$ cat src/rtl/transfer_rate_limiter_and_meter_top_defines.svh
// assertion macros for the transfer rate limiter and meter
`ifndef TRANSFER_RATE_LIMITER_AND_METER_TOP_DEFINES_SVH
`define TRANSFER_RATE_LIMITER_AND_METER_TOP_DEFINES_SVH
`ifndef SYNTHESIS
`define TRLM_ASSERT_IMP(label, clk, rst, a, c, msg) \
  label: assert property (@(posedge clk) disable iff (rst) (a) |-> (c)) else $error(msg);
`define TRLM_ASSERT_NEXT(label, clk, rst, a, c, msg) \
  label: assert property (@(posedge clk) disable iff (rst) (a) |=> (c)) else $error(msg);
`else
`define TRLM_ASSERT_IMP(label, clk, rst, a, c, msg)
`define TRLM_ASSERT_NEXT(label, clk, rst, a, c, msg)
`endif
`endif

$ cat src/rtl/trlm_pkg.sv
// shared types and constants for the transfer rate limiter and meter
`timescale 1ns / 1ps
package trlm_pkg;
  localparam logic [1:0] REQ_NEW   = 2'd0;
  localparam logic [1:0] REQ_GRANT = 2'd1;
  localparam logic [1:0] REQ_ADD   = 2'd2;
  localparam logic [1:0] REQ_RATE  = 2'd3;
  localparam logic [9:0] MS_PER_SEC = 10'd1000;
  localparam logic [31:0] WRAP_SPAN = 32'd10000;

  typedef enum logic [2:0] {
    ST_IDLE, ST_EXEC, ST_SEC, ST_SAMPLE, ST_DIV, ST_OUT
  } state_t;

  // controller to datapath
  typedef struct packed {
    logic load;      // capture input item
    logic exec;      // run new, grant or add step
    logic sec_start; // latch seconds number
    logic sample;    // ring update
    logic div_start; // start rate division
    logic finish;    // form result
  } cmd_t;

  // datapath to controller
  typedef struct packed {
    logic       div_busy;
    logic       div_done;
    logic [1:0] req;
    logic       need_sec;
    logic       need_rate;
  } status_t;
endpackage

$ cat src/rtl/trlm_div.sv
// restoring divider, one quotient bit a cycle
`timescale 1ns / 1ps
module trlm_div (
  input  logic        clk,
  input  logic        rst,
  input  logic        start,
  input  logic [63:0] dividend,
  input  logic [31:0] divisor,
  output logic [63:0] quotient,
  output logic        busy,
  output logic        done
);
  logic [63:0] q;
  logic [32:0] rem;
  logic [6:0]  cnt;
  logic [31:0] dv;
  logic [32:0] trial;

  assign trial = {rem[31:0], q[63]};
  assign quotient = q;

  // shift-subtract iteration
  always_ff @(posedge clk) begin
    if (rst) begin
      busy <= 1'b0;
      done <= 1'b0;
      cnt <= '0;
    end else begin
      done <= 1'b0;
      if (start) begin
        busy <= 1'b1;
        q <= dividend;
        rem <= '0;
        dv <= divisor;
        cnt <= 7'd64;
      end else if (busy) begin
        if (trial >= {1'b0, dv}) begin
          rem <= trial - {1'b0, dv};
          q <= {q[62:0], 1'b1};
        end else begin
          rem <= trial;
          q <= {q[62:0], 1'b0};
        end
        cnt <= cnt - 7'd1;
        if (cnt == 7'd1) begin
          busy <= 1'b0;
          done <= 1'b1;
        end
      end
    end
  end
endmodule

$ cat src/rtl/trlm_ctrl.sv
// controller state machine
`timescale 1ns / 1ps
module trlm_ctrl (
  input  logic              clk,
  input  logic              rst,
  input  logic              in_valid,
  output logic              in_stall,
  output logic              out_valid,
  input  logic              out_stall,
  input  trlm_pkg::status_t st,
  output trlm_pkg::cmd_t    cmd
);
  trlm_pkg::state_t state, state_next;

  // state register
  always_ff @(posedge clk) begin
    if (rst) state <= trlm_pkg::ST_IDLE;
    else state <= state_next;
  end

  // next state
  always_comb begin
    state_next = state;
    case (state)
      trlm_pkg::ST_IDLE: if (in_valid) begin
        state_next = trlm_pkg::ST_SEC;
      end
      trlm_pkg::ST_SEC: begin
        if (st.need_rate) state_next = trlm_pkg::ST_DIV;
        else state_next = trlm_pkg::ST_EXEC;
      end
      trlm_pkg::ST_DIV: if (st.div_done) begin
        state_next = trlm_pkg::ST_EXEC;
      end
      trlm_pkg::ST_EXEC: state_next = trlm_pkg::ST_SAMPLE;
      trlm_pkg::ST_SAMPLE: state_next = trlm_pkg::ST_OUT;
      trlm_pkg::ST_OUT: if (!out_stall) begin
        state_next = trlm_pkg::ST_IDLE;
      end
      default: state_next = trlm_pkg::ST_IDLE;
    endcase
  end

  // outputs
  always_comb begin
    cmd = '0;
    in_stall = (state != trlm_pkg::ST_IDLE);
    out_valid = (state == trlm_pkg::ST_OUT);
    case (state)
      trlm_pkg::ST_IDLE: cmd.load = in_valid;
      trlm_pkg::ST_SEC: begin
        cmd.sec_start = st.need_sec;
        cmd.div_start = st.need_rate;
      end
      trlm_pkg::ST_EXEC: cmd.exec = 1'b1;
      trlm_pkg::ST_SAMPLE: begin
        cmd.sample = 1'b1;
        cmd.finish = 1'b1;
      end
      default: ;
    endcase
  end
endmodule

$ cat src/rtl/trlm_dp.sv
// datapath: counters, budget, sample ring and rate
`timescale 1ns / 1ps
module trlm_dp #(
  parameter int BLOCK_MAX = 4096,
  parameter int WINDOW = 10
) (
  input  logic              clk,
  input  logic              rst,
  input  logic [31:0]       cfg_limit,
  input  logic [1:0]        req_type,
  input  logic [31:0]       now_ms,
  input  logic [47:0]       amount,
  input  logic              add_to_totals,
  input  trlm_pkg::cmd_t    cmd,
  output trlm_pkg::status_t st,
  output logic [12:0]       grant_size,
  output logic              must_wait,
  output logic [31:0]       bytes_per_second,
  output logic              file_done
);
  localparam int IW = (WINDOW > 1) ? $clog2(WINDOW) : 1;
  localparam int CW = $clog2(WINDOW + 1);
  localparam logic [47:0] BMAX = 48'(BLOCK_MAX);
  localparam logic [47:0] SAT48 = {48{1'b1}};
  // ceil(2^38 / 1000), exact for every 32-bit tick value
  localparam logic [28:0] SEC_RECIP = 29'd274877907;

  logic [1:0]  req;
  logic [31:0] now;
  logic [47:0] amt;
  logic        tot;
  logic [47:0] file_size, file_bytes_done, total_bytes_done;
  logic [31:0] budget_left;
  logic [21:0] budget_second;
  logic [31:0] sample_time [WINDOW];
  logic [47:0] sample_total [WINDOW];
  logic [IW-1:0] head;
  logic [CW-1:0] count;
  logic [63:0] div_q;
  logic        div_start;
  logic [63:0] dividend;
  logic [31:0] divisor;
  logic [47:0] moved;
  logic [31:0] span;
  logic        rate_zero;
  logic [47:0] left, g0;
  logic [48:0] fsum, tsum;
  logic [47:0] fnew, tnew;
  logic [IW-1:0] last_idx, tail_idx, head_inc;
  logic [31:0] last_t;
  logic        take;
  logic [12:0] grant_r;
  logic        wait_r;
  logic [60:0] sec_prod;
  logic [21:0] sec_q;

  // ring indices
  always_comb begin
    logic [IW:0] s;
    s = {1'b0, head} + (IW + 1)'(count) - (IW + 1)'(1);
    last_idx = (s >= (IW + 1)'(WINDOW)) ? IW'(s - (IW + 1)'(WINDOW)) : IW'(s);
    s = {1'b0, head} + (IW + 1)'(count);
    tail_idx = (s >= (IW + 1)'(WINDOW)) ? IW'(s - (IW + 1)'(WINDOW)) : IW'(s);
    head_inc = (head == IW'(WINDOW - 1)) ? '0 : head + IW'(1);
  end
  assign last_t = sample_time[last_idx];

  // rate operands
  assign span = (now < sample_time[head]) ? trlm_pkg::WRAP_SPAN : now - sample_time[head];
  assign moved = total_bytes_done - sample_total[head];
  assign rate_zero = (count == '0) || (span == '0);

  // seconds number by reciprocal multiply, masked to 22 bits
  assign sec_prod = 61'(now) * 61'(SEC_RECIP);

  assign st.need_sec = (req == trlm_pkg::REQ_GRANT) && (cfg_limit != '0);
  assign st.need_rate = (req == trlm_pkg::REQ_RATE) && !rate_zero;
  assign st.req = req;
  assign div_start = cmd.div_start;
  // moved * 1000 as 1024 - 16 - 8
  assign dividend = ({16'd0, moved} << 10) - ({16'd0, moved} << 4) - ({16'd0, moved} << 3);
  assign divisor = span;

  trlm_div u_div (
    .clk(clk), .rst(rst), .start(div_start), .dividend(dividend), .divisor(divisor),
    .quotient(div_q), .busy(st.div_busy), .done(st.div_done)
  );

  assign left = file_size - file_bytes_done;
  assign g0 = (left < BMAX) ? left : BMAX;
  assign fsum = {1'b0, file_bytes_done} + {1'b0, amt};
  assign fnew = fsum[48] ? SAT48 : fsum[47:0];
  assign tsum = {1'b0, total_bytes_done} + {1'b0, amt};
  assign tnew = tsum[48] ? SAT48 : tsum[47:0];
  assign take = (count == '0) || (last_t > now) ||
                ((now - last_t) >= 32'(trlm_pkg::MS_PER_SEC));

  // state updates
  always_ff @(posedge clk) begin
    if (rst) begin
      file_size <= '0; file_bytes_done <= '0; total_bytes_done <= '0;
      budget_left <= '0; budget_second <= '0; head <= '0; count <= '0;
    end else begin
      if (cmd.exec) begin
        case (req)
          trlm_pkg::REQ_NEW: begin
            file_size <= amt; file_bytes_done <= '0; budget_second <= '0;
          end
          trlm_pkg::REQ_GRANT: begin
            if (cfg_limit != '0) begin
              logic [31:0] b;
              logic [47:0] g;
              b = budget_left;
              if (sec_q != budget_second) begin
                b = cfg_limit;
                budget_second <= sec_q;
              end
              g = g0;
              if (b != '0) begin
                if (48'(b) < g) g = 48'(b);
                b = b - g[31:0];
              end
              budget_left <= b;
            end
          end
          trlm_pkg::REQ_ADD: begin
            file_bytes_done <= fnew;
            if (fnew > file_size) file_size <= fnew;
            if (tot) total_bytes_done <= tnew;
          end
          default: ;
        endcase
      end
      if (cmd.sample && req == trlm_pkg::REQ_ADD && tot && take) begin
        if (count < CW'(WINDOW)) count <= count + CW'(1);
        else head <= head_inc;
      end
    end
  end

  // sample ring writes, no reset
  always_ff @(posedge clk) begin
    if (cmd.sample && req == trlm_pkg::REQ_ADD && tot && take) begin
      if (count < CW'(WINDOW)) begin
        sample_time[tail_idx] <= now; sample_total[tail_idx] <= total_bytes_done;
      end else begin
        sample_time[head] <= now; sample_total[head] <= total_bytes_done;
      end
    end
  end

  // input capture and grant result
  always_ff @(posedge clk) begin
    if (cmd.load) begin
      req <= req_type; now <= now_ms; amt <= amount; tot <= add_to_totals;
    end
    if (cmd.sec_start) sec_q <= sec_prod[59:38];
    if (cmd.exec) begin
      grant_r <= '0; wait_r <= 1'b0;
      if (req == trlm_pkg::REQ_GRANT) begin
        if (cfg_limit == '0) grant_r <= g0[12:0];
        else begin
          logic [31:0] b;
          b = (sec_q != budget_second) ? cfg_limit : budget_left;
          if (b == '0) wait_r <= 1'b1;
          else grant_r <= (48'(b) < g0) ? b[12:0] : g0[12:0];
        end
      end
    end
    if (cmd.finish) begin
      grant_size <= grant_r;
      must_wait <= wait_r;
      file_done <= (file_bytes_done == file_size);
      if (req == trlm_pkg::REQ_RATE && !rate_zero)
        bytes_per_second <= (div_q[63:32] != '0) ? 32'hFFFF_FFFF : div_q[31:0];
      else bytes_per_second <= '0;
    end
  end
endmodule

$ cat src/rtl/transfer_rate_limiter_and_meter_top.sv
// top level of the transfer rate limiter and meter
`timescale 1ns / 1ps
`include "transfer_rate_limiter_and_meter_top_defines.svh"
// One item at a time: an item is accepted in idle and passes the seconds,
// exec, sample and output states before the next accept. A rate query with
// samples and a nonzero span also waits in divide for the bit-serial 64-by-32
// divider; limited grants get the seconds number from a reciprocal multiply.
module transfer_rate_limiter_and_meter_top #(
  parameter int BLOCK_MAX = 4096,
  parameter int WINDOW = 10
) (
  input  logic        clk,
  input  logic        rst,
  input  logic        cfg_we,
  input  logic [31:0] cfg_wdata,
  input  logic        in_valid,
  output logic        in_stall,
  input  logic [1:0]  req_type,
  input  logic [31:0] now_ms,
  input  logic [47:0] amount,
  input  logic        add_to_totals,
  output logic        out_valid,
  input  logic        out_stall,
  output logic [12:0] grant_size,
  output logic        must_wait,
  output logic [31:0] bytes_per_second,
  output logic        file_done
);
  logic [31:0] limit;
  trlm_pkg::cmd_t cmd;
  trlm_pkg::status_t st;

  // limit register
  always_ff @(posedge clk) begin
    if (rst) limit <= '0;
    else if (cfg_we) limit <= cfg_wdata;
  end

  trlm_ctrl u_ctrl (
    .clk(clk), .rst(rst), .in_valid(in_valid), .in_stall(in_stall),
    .out_valid(out_valid), .out_stall(out_stall), .st(st), .cmd(cmd)
  );

  trlm_dp #(.BLOCK_MAX(BLOCK_MAX), .WINDOW(WINDOW)) u_dp (
    .clk(clk), .rst(rst), .cfg_limit(limit), .req_type(req_type), .now_ms(now_ms),
    .amount(amount), .add_to_totals(add_to_totals), .cmd(cmd), .st(st),
    .grant_size(grant_size), .must_wait(must_wait),
    .bytes_per_second(bytes_per_second), .file_done(file_done)
  );

  // checks
  `TRLM_ASSERT_IMP(a_no_accept_busy, clk, rst, out_valid, in_stall, "accept while result held")
  `TRLM_ASSERT_NEXT(a_out_hold, clk, rst, out_valid && out_stall, out_valid, "result dropped")
  `TRLM_ASSERT_IMP(a_wait_no_grant, clk, rst, out_valid && must_wait, grant_size == '0, "grant on wait")
endmodule
$ cat config.mk
export PLATFORM = sky130hd
export DESIGN_NAME = transfer_rate_limiter_and_meter_top
export DESIGN_NICKNAME = d
export VERILOG_FILES = /design/src/rtl/trlm_pkg.sv /design/src/rtl/trlm_div.sv /design/src/rtl/trlm_ctrl.sv /design/src/rtl/trlm_dp.sv /design/src/rtl/transfer_rate_limiter_and_meter_top.sv
export VERILOG_INCLUDE_DIRS = /design/src /design/src/rtl
export SDC_FILE = /design/constraint.sdc
export NUM_CORES = 2
export LEC_CHECK = 0
export BUFFER_PORTS_ARGS = -buffer_cell sky130_fd_sc_hd__buf_2
export CAP_MARGIN = 20
export CELL_PAD_IN_SITES_DETAIL_PLACEMENT = 1
export CELL_PAD_IN_SITES_GLOBAL_PLACEMENT = 1
export CORE_MARGIN = 3
export CORE_UTILIZATION = 52
export CTS_CLUSTER_DIAMETER = 60
export CTS_CLUSTER_SIZE = 25
export DETAILED_ROUTE_END_ITERATION = 8
export PLACE_DENSITY = 0.83
export SYNTH_ARGS = -nofsm -noshare
export SYNTH_HDL_FRONTEND = slang
export SYNTH_SLANG_ARGS = --single-unit
export TNS_END_PERCENT = 10
$ cat constraint.sdc
create_clock -name clk -period 17.7 [get_ports clk]
set_clock_uncertainty 0.1 [all_clocks]
set_input_delay 0.885 -clock clk [delete_from_list [all_inputs] [get_ports clk]]
set_output_delay 0.885 -clock clk [all_outputs]
set_load 0.02 [all_outputs]
== After elaboration in Yosys (flattened, before gate mapping) ==
Memory sizes are Yosys's and may differ from the RTL's. A register that Yosys moved wholly into a read port is not among the register bits.
Cells that the tools add are included.
Storage, ports and cells
  register bits after elaboration: 544
  memory bits (writable): 800
  bits of input ports: 120
  memories kept: 2
Memories
  u_dp.sample_total: words 10, width 48, rd ports 1, clocked after Yosys merged registers in 1, write ports 1, RTL line trlm_dp.sv:36  | logic [47:0] sample_total [WINDOW];
  u_dp.sample_time: words 10, width 32, rd ports 2, clocked after Yosys merged registers in 1, write ports 1, RTL line trlm_dp.sv:35  | logic [31:0] sample_time [WINDOW];
Operators by class
  add/sub/neg operators: 17
  $mul: 1
  order comparisons: 11
  equality and inequality tests: 18
  muxes and demuxes: 67
  bitwise logic cells: 4
  reductions and logical operators: 37
Operator list (number)
  two-way mux 32 bit: 17
  two-way mux 48 bit: 5
  case mux 48 bit (2 select lines): 2
  two-way mux 64 bit: 2
  subtractor 32 bit: 4
  adder 48 x 48 -> 49 bit: 2
  logical NOT 32 bit: 3
  less-than comparator 32 x 48 -> 1 bit: 2
  nonzero test 32 bit: 3
  subtractor 48 bit: 2
  subtractor 64 x 51 -> 64 bit: 1
  multiplier 32 x 29 -> 60 bit, second input constant: 1
  subtractor 58 x 52 -> 59 bit: 1
  equality test 48 bit: 1
  greater-than comparator 48 bit: 1
  less-than comparator 48 x 13 -> 1 bit, second input constant: 1
  OR reduction 48 bit: 1
  two-way mux 22 bit: 2
  case mux 22 bit (2 select lines): 1
  two-way mux 13 bit: 3
  two-way mux 4 bit: 9
  >= comparator 33 x 32 -> 1 bit: 1
  >= comparator 32 x 10 -> 1 bit, second input constant: 1
  greater-than comparator 32 bit: 1
  37 further kinds: 88

== Depth between registers and ports, before layout ==
  depth after elaboration: 15
  depth in mapped cells: 47

== Modules after synthesis ==
From an unflattened synthesis, not the netlist that was laid out.
Second synthesis, totals
  cell total of the unflattened synthesis: 8227
  area, all modules: 92266.0 sq um
Modules (own cells, without submodules)
  trlm_dp: times used 1, cells an instance 7472, area an instance 83473.8 sq um, sequential area each 33211.9 sq um
  trlm_div: times used 1, cells an instance 624, area an instance 7382.1 sq um, sequential area each 4023.9 sq um
  transfer_rate_limiter_and_meter_top: times used 1, cells an instance 103, area an instance 1163.6 sq um, sequential area each 640.6 sq um
  trlm_ctrl: times used 1, cells an instance 28, area an instance 246.5 sq um, sequential area each 60.1 sq um

== Worst setup path after synthesis ==
No wires, ideal clock.
  path type: reg2reg
  start: reg u_dp.head[0]
  end: mem u_dp.sample_time[3][0] (enable)
  setup time: 0.633 ns
  arrival time: 12.932 ns
  slack: 4.035 ns
  stages on the path, launching flop included: 31
  buffers on the path: 3
  cells stage by stage: dfxtp_1 > ha_1 > clkbuf_1 > buf_1 > inv_1 > ha_1 > xnor2_1 > inv_1 > ha_1 > inv_1 > a21oi_1 > o21ai_0 > xor2_1 > clkbuf_1 > mux4_2 > mux2_2 > a21oi_1 > ha_1 > a21o_1 > a31o_1 > or4_1 > o21bai_1 > a31oi_4 > o221ai_2 > a31oi_1 > o221ai_1 > or3_4 > a2111oi_4 > a211oi_4 > mux2i_1 > nor3b_1
On the way
  longest elaborated chain between the ends: 13
Ends and longest elaborated chain
  from (decl): RTL line trlm_dp.sv:37  | logic [IW-1:0] head;
  from (signal assigned): RTL line trlm_dp.sv:136  | else head <= head_inc;
  adder 4 x 4 -> 5 bit: RTL line trlm_dp.sv:60, trlm_dp.sv:62
  subtractor 5 x 1 -> 5 bit: RTL line trlm_dp.sv:60  | s = {1'b0, head} + (IW + 1)'(count) - (IW + 1)'(1);
  subtractor 4 bit or >= comparator 5 x 4 -> 1 bit (tied branches): RTL line trlm_dp.sv:61  | last_idx = (s >= (IW + 1)'(WINDOW)) ? IW'(s - (IW + 1)'(WINDOW)) : IW'(s);
  two-way mux 4 bit: RTL line trlm_dp.sv:61
  memory read (10 x 32 bit)
  subtractor 32 bit or greater-than comparator 32 bit (tied branches): RTL line trlm_dp.sv:96, trlm_dp.sv:95
  >= comparator 32 x 10 -> 1 bit or logical OR 1 bit (tied branches): RTL line trlm_dp.sv:96, trlm_dp.sv:95
  logical OR 1 bit: RTL line trlm_dp.sv:95  | assign take = (count == '0) || (last_t > now) ||
  logical AND 1 bit: RTL line trlm_dp.sv:143  | if (cmd.sample && req == trlm_pkg::REQ_ADD && tot && take) begin
  two-way mux 1 bit: RTL line trlm_dp.sv:143
  two-way mux 1 bit (not written as such): RTL line trlm_dp.sv:147  | sample_time[head] <= now; sample_total[head] <= total_bytes_done;
  OR reduction 32 bit (no line)
  two-way mux 4 bit (no line) or two-way mux 1 bit (tied branches)
  to (decl): RTL line trlm_dp.sv:35
Several ways; a longest one is shown, not always the timed one.

==> metrics.md <==
| Metric | Value |
|---|---|
| Crit-path slowest cell | dfxtp_4 |
| Final period util | 0.687 |
| DRT Pass-1 Iters | 6 |
| Clk slew on worst S/H paths | 0.10 ns |
| Mapped Cells | 8501 |
| Leak | 41.2 nW |
| Max incr delay on CP | 0.97 ns |
| CP bufs+invs | 3 |
| Slew @ Worst Pin | 1.17 ns |
| Final setup TNS | 0 ns |
| Relative slew slack | 0.214 |
| CTS tree | built |
| Die width | 430 µm |
| Die Footprint | 185000 µm² |
| Port Buffers | 168 |
| Final GP Congestion | 0.933 |
| Later-pin clock latency in the skew report | 0.79 ns |
| Congestion Overflow GR | 0 |
| Crit end category | flip-flop |
| Routed length per placed instance | 27.8 µm |
| Std cell rows | 154 |
| Most area-consuming cells after synthesis | edfxtp_1, ha_1, fa_1 |
| F_max | 82.3 MHz |
| CTS max path bufs | 3 |
| Initial Util | 0.527 |
| Synth top area share | 0.351 |
| Vias in the first global route | 77200 |
| H-tree Lvls | 3 |
| Num ports | 169 |
| Register area | 38000 µm² |
| Avg Synthesized Cell Area | 11.0 µm² |
| Setup CP Type | reg -> reg |
| Final setup vio count | 0 |
| Nets | 9950 |
| DP Wirelength | 220 mm |
| Post-Syn Area | 93500 µm² |
| Largest fanout on the critical path | 43 |
| First-pass GRT wire length | 469 mm |
| Top-count cell post-synth | edfxtp_1 |
| DIE HEIGHT | 430 µm |
| Resized cells post-CTS | 0 |
| Largest net degree at the start of global routing | 98 |
| Final hold vios | 0 |
| Vias/cell | 6.46 |
| Postcts setup bufs | 0 |
| Root Driver | clkbuf_16 |
| Placed cell count | 10900 |
| Power Dens Cells | 150 nW/µm² |
| Total Routed Length | 307 mm |
| CP most frequent cell | a21o_1 |
| Clock sink count | 1348 |
| Hold_buf cts | 0 |
| Dominant synthesized flop cell | edfxtp_1 |
| Post-synth ARST share | 0 |
| CP required | 18.11 ns |
| Share of cells above drive strength 1 | 0.115 |
| Num CTS Buffers | 109 |
| Antenna Nets Post-Route | 0 |
| Post-synth EDFFs | 1094 |
| Filler cell count | 18700 |
| VDD IR max | 0.288 mV |
| Final Critical Period | 12.15 ns |
| Via count | 71600 |
| Core region area | 177000 µm² |
| YS warnings | 0 |
| Maxcap violations | 0 |
| Status | finished clean |
| Synth area leader | edfxtp_1 |
| Syn-to-layout area delta | 8.43% |
| Cell variety after synth | 117 |
| CP top delay family | compound AO/OA/AOI/OAI gates |
| RSZ-0062 raised after global routing | false |
| Post-synth top cells | edfxtp_1, ha_1, inv_1, a21oi_1, nand2_1 |
| Count of pins over their slew limit | 0 |
| FF-to-FF setup slack | 5.55 ns |
| HP Class | in -> reg |
| Initial antenna violation count | 8 |
| Drt initial violations | 6657 |
| Synth Register Bits | 1348 |
| Residual DRC count | 0 |
| Total GRT Usage | 0.328 |
| Multi-input logic area | 51500 µm² |
| Startpoint Class | flip-flop |
| Worst Path Arrival | 12.56 ns |
| Post-route insts no fill | 11100 |
| Sequential area share after synthesis | 0.406 |
-- per-layer routing --
metal,vias up,part of all wire,routed length [µm],track usage
met5,-,0.000039,12,0
met4,2,0.055,16900,0.158
met3,841,0.072,22100,0.0491
met2,3079,0.48,149000,0.555
met1,36200,0.39,120000,0.411
li1,31400,-,-,-
-- worst reg2reg max path, delay by kind of cell, from the launching register on --
family | cells | cell delay [ns]
adder cells (fa/ha/maj) | 3 | 0.91
multiplexers | 4 | 1.38
AO/OA/AOI/OAI | 19 | 5.09
AND/OR/NAND/NOR | 9 | 1.53
XOR/XNOR | 2 | 0.39
flip-flops | 1 | 0.97
buffers and inverters | 3 | 1.54
-- registers in the layout, indices dropped and copies added, names as in the netlist, 7 cells and up, named ones only --
name                   flops
u_dp.sample_total        480
u_dp.sample_time         320
u_dp.u_div.quotient       64
u_dp.amt                  48
u_dp.file_bytes_done      48
u_dp.file_size            48
u_dp.total_bytes_done     48
limit                     32
u_dp.budget_left          32
u_dp.bytes_per_second     32
u_dp.now                  32
u_dp.u_div.dv             32
u_dp.u_div.rem            32
u_dp.budget_second        22
u_dp.sec_q                22
u_dp.grant_r              13
u_dp.grant_size           13
u_dp.u_div.cnt             7
-- cell type report --
cell class                 count  area share
antenna                        4   0.0000987
clock inverter                92      0.0118
sequential                  1348       0.374
clock buffer                 115      0.0279
inverter                     845      0.0313
multi-input combinational   6034       0.508
timing repair buffer         298      0.0179
tap                         2340      0.0289
-- cells by family (layout without fill, tap and decap cells) --
group,after synthesis,in the layout,share of synthesized area
AOI/OAI and AO/OA,1950,1950,0.135
xor gates and xnor gates,365,365,0.0343
adders and majority gates,1194,1194,0.184
buffers and inverters,1137,1350,0.0465
DFF,1348,1348,0.406
muxes,555,555,0.0920
other,1,23,0.0000401
and+or+nand+nor,1951,1951,0.102
-- power breakdown --
group	switching, mW	leakage, nW	internal (mW)
Sequential	0.0624	12.2	3.58
Clock	1.40	1.93	1.37
Combinational	5.21	27.1	3.55
Total	6.67	41.2	8.50
-- cells in the final DEF, fill, tap and decap left out, types with 81 or more instances in the layout --
cell / count
a21o_1: 215
a21oi_1: 547
buf_2: 168
buf_4: 128
clkbuf_16: 112
dfxtp_1: 250
edfxtp_1: 1094
fa_1: 307
ha_1: 886
inv_1: 843
mux2_2: 139
mux2i_1: 175
mux4_2: 225
nand2_1: 530
nand2b_1: 81
nand3_1: 186
nand4_1: 81
nor2_1: 482
nor2b_1: 83
nor3_1: 137
o21a_1: 121
o21ai_0: 445
xnor2_1: 226
xor2_1: 137
-- metrics by stage --
stage	setup WS, ns	hold WS [ns]	cell area [µm²]	power (mW)	utilization
floorplan	4.03	0.300	93600	9.60	-
global placement	6.11	0.305	97300	11.5	0.548
detailed placement	5.73	0.306	97300	12.2	0.548
CTS	5.60	0.122	101000	15.1	0.571
global route	4.67	0.134	101000	16.3	0.571
finish	5.55	0.159	101000	15.2	0.571
-- worst paths after layout --
check	start	to	depth (start not counted)
worst max-delay path	flip-flop	u_dp.u_div.quotient[56]$_DFFE_PP_	40
worst min-delay path	req_type[1]	u_dp.req[1]$_DFFE_PP_	1
worst max register to register	flip-flop	u_dp.u_div.quotient[56]$_DFFE_PP_	40
worst min register to register	u_dp.grant_r[5]$_SDFFCE_PN0P_	u_dp.grant_size[5]$_DFFE_PP_	0
(Power assumes the default switching activity.)
